$ cat src/sv/rlpg_pkg.sv
`timescale 1ns / 1ps
`default_nettype none

package rlpg_pkg;

  localparam int ChanW = 8;
  // r*r + g*g + b*b peaks at 3*255*255, which fits in 18 bits
  localparam int SumW  = 18;
  // 3*cand*cand for a trial bit may overshoot the sum, so compare wider
  localparam int CandW = 20;

  typedef struct packed {
    logic [ChanW-1:0] red_in;
    logic [ChanW-1:0] green_in;
    logic [ChanW-1:0] blue_in;
    logic [ChanW-1:0] alpha_in;
  } pixel_in_t;

  typedef struct packed {
    logic [ChanW-1:0] red_out;
    logic [ChanW-1:0] green_out;
    logic [ChanW-1:0] blue_out;
    logic [ChanW-1:0] alpha_out;
  } pixel_out_t;

  typedef struct packed {
    pixel_in_t         pix;
    logic [SumW-1:0]   sum;
    logic [ChanW-1:0]  gray;
    logic [SumW-1:0]   gray_sq3;
  } stage_t;

endpackage

`default_nettype wire

$ cat src/sv/rgb_length_preserving_grayscale_core.sv
// Length-preserving grayscale for RGBA pixels, 8 bits per channel.
// Input beats arrive on in_valid/in_ready/in_pixel, results leave on
// out_valid/out_ready/out_pixel. The gray level is the largest g with
// 3*g*g <= r*r + g*g + b*b, written to all three colour channels; alpha is
// copied. A pixel with alpha zero leaves with all channels unchanged.
// Pipeline: one stage of three 8x8 squarers, one stage summing them, then
// eight stages that each settle one bit of the gray level (add and compare
// against the running 3*g*g), most significant bit first.
// Each accepted beat passes through the squarer stage, the sum stage and the
// eight bit stages before out_valid shows it; one pixel per cycle is sustained
// while out_ready stays high.
// Each stage has its own valid bit and moves whenever the stage after it
// is empty or moving, so bubbles close up when the receiver stalls and a
// held result never blocks intake while earlier stages have room.
// in_ready drops only once every stage holds a beat.
// Reset clears all valid bits; the pipeline is empty and in_ready is high
// after reset.
`timescale 1ns / 1ps
`default_nettype none

module rgb_length_preserving_grayscale_core
  import rlpg_pkg::*;
(
  input  wire         clk,
  input  wire         rst,
  input  wire         in_valid,
  output logic        in_ready,
  input  pixel_in_t   in_pixel,
  output logic        out_valid,
  input  wire         out_ready,
  output pixel_out_t  out_pixel
);

  localparam int BitStages = ChanW;
  localparam int Stages    = BitStages + 2;
  localparam int Last      = Stages - 1;

  logic [Stages-1:0] valid;
  logic [Stages-1:0] adv;
  stage_t            stage [Stages];

  logic [2*ChanW-1:0] sq_r;
  logic [2*ChanW-1:0] sq_g;
  logic [2*ChanW-1:0] sq_b;

  // stage may load when empty or when its beat moves on
  always_comb begin
    adv[Last] = !valid[Last] || out_ready;
    for (int i = Last - 1; i >= 0; i--) begin
      adv[i] = !valid[i] || adv[i+1];
    end
  end

  assign in_ready = adv[0];

  // squares
  always_ff @(posedge clk) begin
    if (rst) begin
      valid[0] <= 1'b0;
    end else if (adv[0]) begin
      valid[0] <= in_valid;
    end
    if (adv[0]) begin
      stage[0].pix      <= in_pixel;
      stage[0].sum      <= '0;
      stage[0].gray     <= '0;
      stage[0].gray_sq3 <= '0;
      sq_r <= in_pixel.red_in * in_pixel.red_in;
      sq_g <= in_pixel.green_in * in_pixel.green_in;
      sq_b <= in_pixel.blue_in * in_pixel.blue_in;
    end
  end

  // sum of squares
  always_ff @(posedge clk) begin
    if (rst) begin
      valid[1] <= 1'b0;
    end else if (adv[1]) begin
      valid[1] <= valid[0];
    end
    if (adv[1]) begin
      stage[1].pix      <= stage[0].pix;
      stage[1].sum      <= SumW'(sq_r) + SumW'(sq_g) + SumW'(sq_b);
      stage[1].gray     <= '0;
      stage[1].gray_sq3 <= '0;
    end
  end

  // one gray bit per stage: 3*(g+2^k)^2 = 3g^2 + 3*g*2^(k+1) + 3*4^k
  for (genvar j = 0; j < BitStages; j++) begin : g_bit
    localparam int K   = BitStages - 1 - j;
    localparam int Cur = j + 2;
    localparam int Prv = j + 1;
    localparam logic [CandW-1:0] BitSq3 = CandW'(3) << (2 * K);

    logic [CandW-1:0] wide_g;
    logic [CandW-1:0] cross3;
    logic [CandW-1:0] cand3;
    logic             take;

    always_comb begin
      wide_g = CandW'(stage[Prv].gray) << (K + 1);
      cross3 = wide_g + (wide_g << 1);
      cand3  = CandW'(stage[Prv].gray_sq3) + cross3 + BitSq3;
      take   = cand3 <= CandW'(stage[Prv].sum);
    end

    always_ff @(posedge clk) begin
      if (rst) begin
        valid[Cur] <= 1'b0;
      end else if (adv[Cur]) begin
        valid[Cur] <= valid[Prv];
      end
      if (adv[Cur]) begin
        stage[Cur].pix <= stage[Prv].pix;
        stage[Cur].sum <= stage[Prv].sum;
        if (take) begin
          stage[Cur].gray     <= stage[Prv].gray | (ChanW'(1) << K);
          stage[Cur].gray_sq3 <= cand3[SumW-1:0];
        end else begin
          stage[Cur].gray     <= stage[Prv].gray;
          stage[Cur].gray_sq3 <= stage[Prv].gray_sq3;
        end
      end
    end
  end

  assign out_valid = valid[Last];

  always_comb begin
    out_pixel.alpha_out = stage[Last].pix.alpha_in;
    if (stage[Last].pix.alpha_in == '0) begin
      out_pixel.red_out   = stage[Last].pix.red_in;
      out_pixel.green_out = stage[Last].pix.green_in;
      out_pixel.blue_out  = stage[Last].pix.blue_in;
    end else begin
      out_pixel.red_out   = stage[Last].gray;
      out_pixel.green_out = stage[Last].gray;
      out_pixel.blue_out  = stage[Last].gray;
    end
  end

endmodule

`default_nettype wire
$ cat config.mk
export PLATFORM = sky130hd
export DESIGN_NAME = rgb_length_preserving_grayscale_core
export DESIGN_NICKNAME = d
export VERILOG_FILES = /design/src/sv/rlpg_pkg.sv /design/src/sv/rgb_length_preserving_grayscale_core.sv
export SDC_FILE = /design/constraint.sdc
export NUM_CORES = 1
export LEC_CHECK = 0
export BUFFER_PORTS_ARGS = -buffer_cell sky130_fd_sc_hd__buf_2
export CORE_MARGIN = 3
export CORE_UTILIZATION = 45
export DETAILED_ROUTE_END_ITERATION = 8
export GPL_TIMING_DRIVEN = 0
export PLACE_DENSITY = 0.58
export SYNTH_ARGS = -nofsm -noshare
export SYNTH_HDL_FRONTEND = slang
export SYNTH_SLANG_ARGS = --single-unit
$ cat constraint.sdc
create_clock -name clk -period 14.78 [get_ports clk]
set_input_delay 2.956 -clock clk [delete_from_list [all_inputs] [get_ports clk]]
set_output_delay 2.956 -clock clk [all_outputs]
set_load 0.005 [all_outputs]
==> results.ini <==
[setup_path]
startpoint_type = input pin
path_common_cell = buf_2
path_class = in2out
cp_top_family = simple AND/OR/NAND/NOR gates
critPathRequiredTime_ns = 11.82
cp.arrival_ns = 4.80
cp_slowest_cell = and2_1
path_buf_inv = 3
reg2reg_slack_ns = 9.53
crit_path_cell_trace = buf_2, and3b_1, buf_6, and4_4, and3_4, and2_1, nand3_4, buf_2
cpPeakStageDelay_ns = 0.31
crit_fanout = 14
endpoint_kind = output pin

[synth]
yosys.area.top_type_share = 0.6104
syn_area_per_cell_sq_um = 14.43
synthSimpleGateAreaFrac = 0.07549
synth_top_family_by_area = adder cells
synth_flop_cell = edfxtp_1
ys_top_cells_by_count = 602 x edfxtp_1, 251 x inv_1, 219 x ha_1
synthMuxAreaShare = 0.01394
synth_cells = 2053
synth_xor_area_frac = 0.03135
synth-edff-count = 602
syn_area_sq_um = 29620
synth_nets = 2426
synth_top_area_cell = edfxtp_1
seq_area_frac_synth = 0.6171
synth_area_leaders = edfxtp_1 61%, ha_1 9.3%, fa_1 8.0%
synth-seq-cells = 612
yosysMostFrequentCell = edfxtp_1
synth_fa_ha_area_frac = 0.1723
yosysWarnings = 0
synth-compound-area-share = 0.05268
async_flop_share = 0
ys_types = 73

[clock_tree]
clk_latency_ns = 0.59
cts_hold_buffers = 0
cts_setup_buffers = 0
cts.sinks = 612
max-clock-path-buffers = 3
htree_levels = 3
cts.repair.resized = 0
clk_pin_slew_ns = 0.06
numCtsBuffers = 67
cts_tree = yes
cts_root_buf = clkbuf_16

[floorplan]
die_area_sq_um = 68930
start_util = 0.4570
die_h_microns = 262.5
rows = 93
dieWidth_microns = 262.5
io_pins = 70
coreArea_sq_um = 64810

[placed_design]
globalplace.congestion = 0.8826
portBuffers = 68
post-dp-hpwl_microns = 39230
dp_worst_setup_slack_ns = 6.993

[grt]
grtUsageTotal = 0.1514
grt_overflow = 0
antenna_found_initial = 0
grt_pass1_vias = 16430
grt_max_degree = 73
grt_pass1_wl_microns = 83440

[timing]
layout_worst_path_cycle_share = 0.5247
hold_viol = 0
setup-violations-final = 0
skew_ns = 0.02105
setup_slack_ns = 7.025
fmax_mhz = 128.9
post-route-min-period_ns = 7.755
tightest_slew_ns = 0.9489
finalMaxSlewViolations = 0
rsz0062_at_grt = no
finalSetupTns_ns = 0
max-slew-margin-rel = 0.3674

[drt]
drcViolationCount = 0
post_drt_via_cell_ratio = 4.978
wl_microns = 50970
wl_per_cell_microns = 16.39
num_vias = 15480
final_antenna_net_count = 0
firstDrtPassIters = 5
drtIter0Drc = 755

[layout]
final_core_util = 0.5152
drive_gt1_frac = 0.1122
layout.nets = 2573
n_antenna_cell = 0
syn2layout_area_growth_pct = 12.75

[worst_hold_path]
holdCritPathClass = reg2reg

[outcome]
status = complete, no violations

[run]
maxCapViolations = 0

cell families after synthesis:
kind of cell,Yosys count
xor gates and xnor gates,106
adders and majority gates,337
muxes,35
DFF,612
buffers and inverters,280
and+or+nand+nor,447
AOI/OAI and AO/OA,236
metal layers:
layer | vias to the layer above | GRT usage | part of all wire
li1 | 7624 | - | -
met1 | 7555 | 0.1632 | 0.38
met2 | 201 | 0.2896 | 0.55
met3 | 98 | 0.02228 | 0.028
met4 | 0 | 0.07117 | 0.042
met5 | - | 0 | 0
through the flow:
step | cells | instance area (sq um) | hold slack [ns]
2_1_floorplan | 2053 | 29620 | 0.4003
3_3_place_gp | 2976 | 31030 | 0.4019
3_5_place_dp | 2986 | 31250 | 0.4045
4_1_cts | 3109 | 33390 | 0.3961
5_1_grt | 3109 | 33390 | 0.4012
6_report | 3109 | 33390 | 0.4050
worst paths after layout:
check                                             from  depth (start not counted)                      to
worst max-delay path                         out_ready                          8                in_ready
worst min register to register  stage[5][70]$_DFFE_PP_                          0  stage[6][70]$_DFFE_PP_
worst max register to register  stage[7][21]$_DFFE_PP_                         18  stage[8][11]$_DFFE_PP_
worst min-delay path            stage[5][70]$_DFFE_PP_                          0  stage[6][70]$_DFFE_PP_
layout by cell type, fill, tap and decap left out, drive strengths merged, types with 25 or more instances in the layout:
cell type and count:
buf 91, nand3 45, o21ai 49, a21o 28, clkinv 25, nor2 106
edfxtp 602, clkbuf 104, xor2 29, mux2 32, ha 219, nand2 113
xnor2 77, nor2b 26, a21oi 75, fa 118, inv 257, and2 55
worst reg2reg max path, stage by stage (launching register included):
cell and delay, ns:
edfxtp_1 0.47, fa_1 0.54, ha_1 0.16, inv_1 0.05
fa_1 0.40, nor2b_1 0.13, o21ai_0 0.11, a21oi_1 0.35
o21ai_0 0.23, nor2b_1 0.20, xor2_1 0.09, ha_1 0.30
nand4_1 0.18, nor2_1 0.29, o221ai_1 0.23, a31oi_2 0.39
a211oi_2 0.18, nor2_4 0.31, mux2_2 0.39
state kept, by name, summed over array words and instances, names as in the netlist:
register and cells:
out_valid 1, sq_b 15, sq_g 15, sq_r 15, stage 557, valid 9
final cells by class:
cell class                      count  area [sq um]
Tap cell                          855          1070
Buffer                             29         157.7
Timing Repair Buffer               78         523.0
Clock buffer                       88          1828
Fill cell                        5403         31420
Inverter                          251         944.7
Clock inverter                     35         319.1
Sequential cell                   612         18280
Multi-Input combinational cell   1161         10270
Power is left out: the tool's default activity adds up to more than one toggle a clock period on the data nets, which glitch-free logic cannot reach.
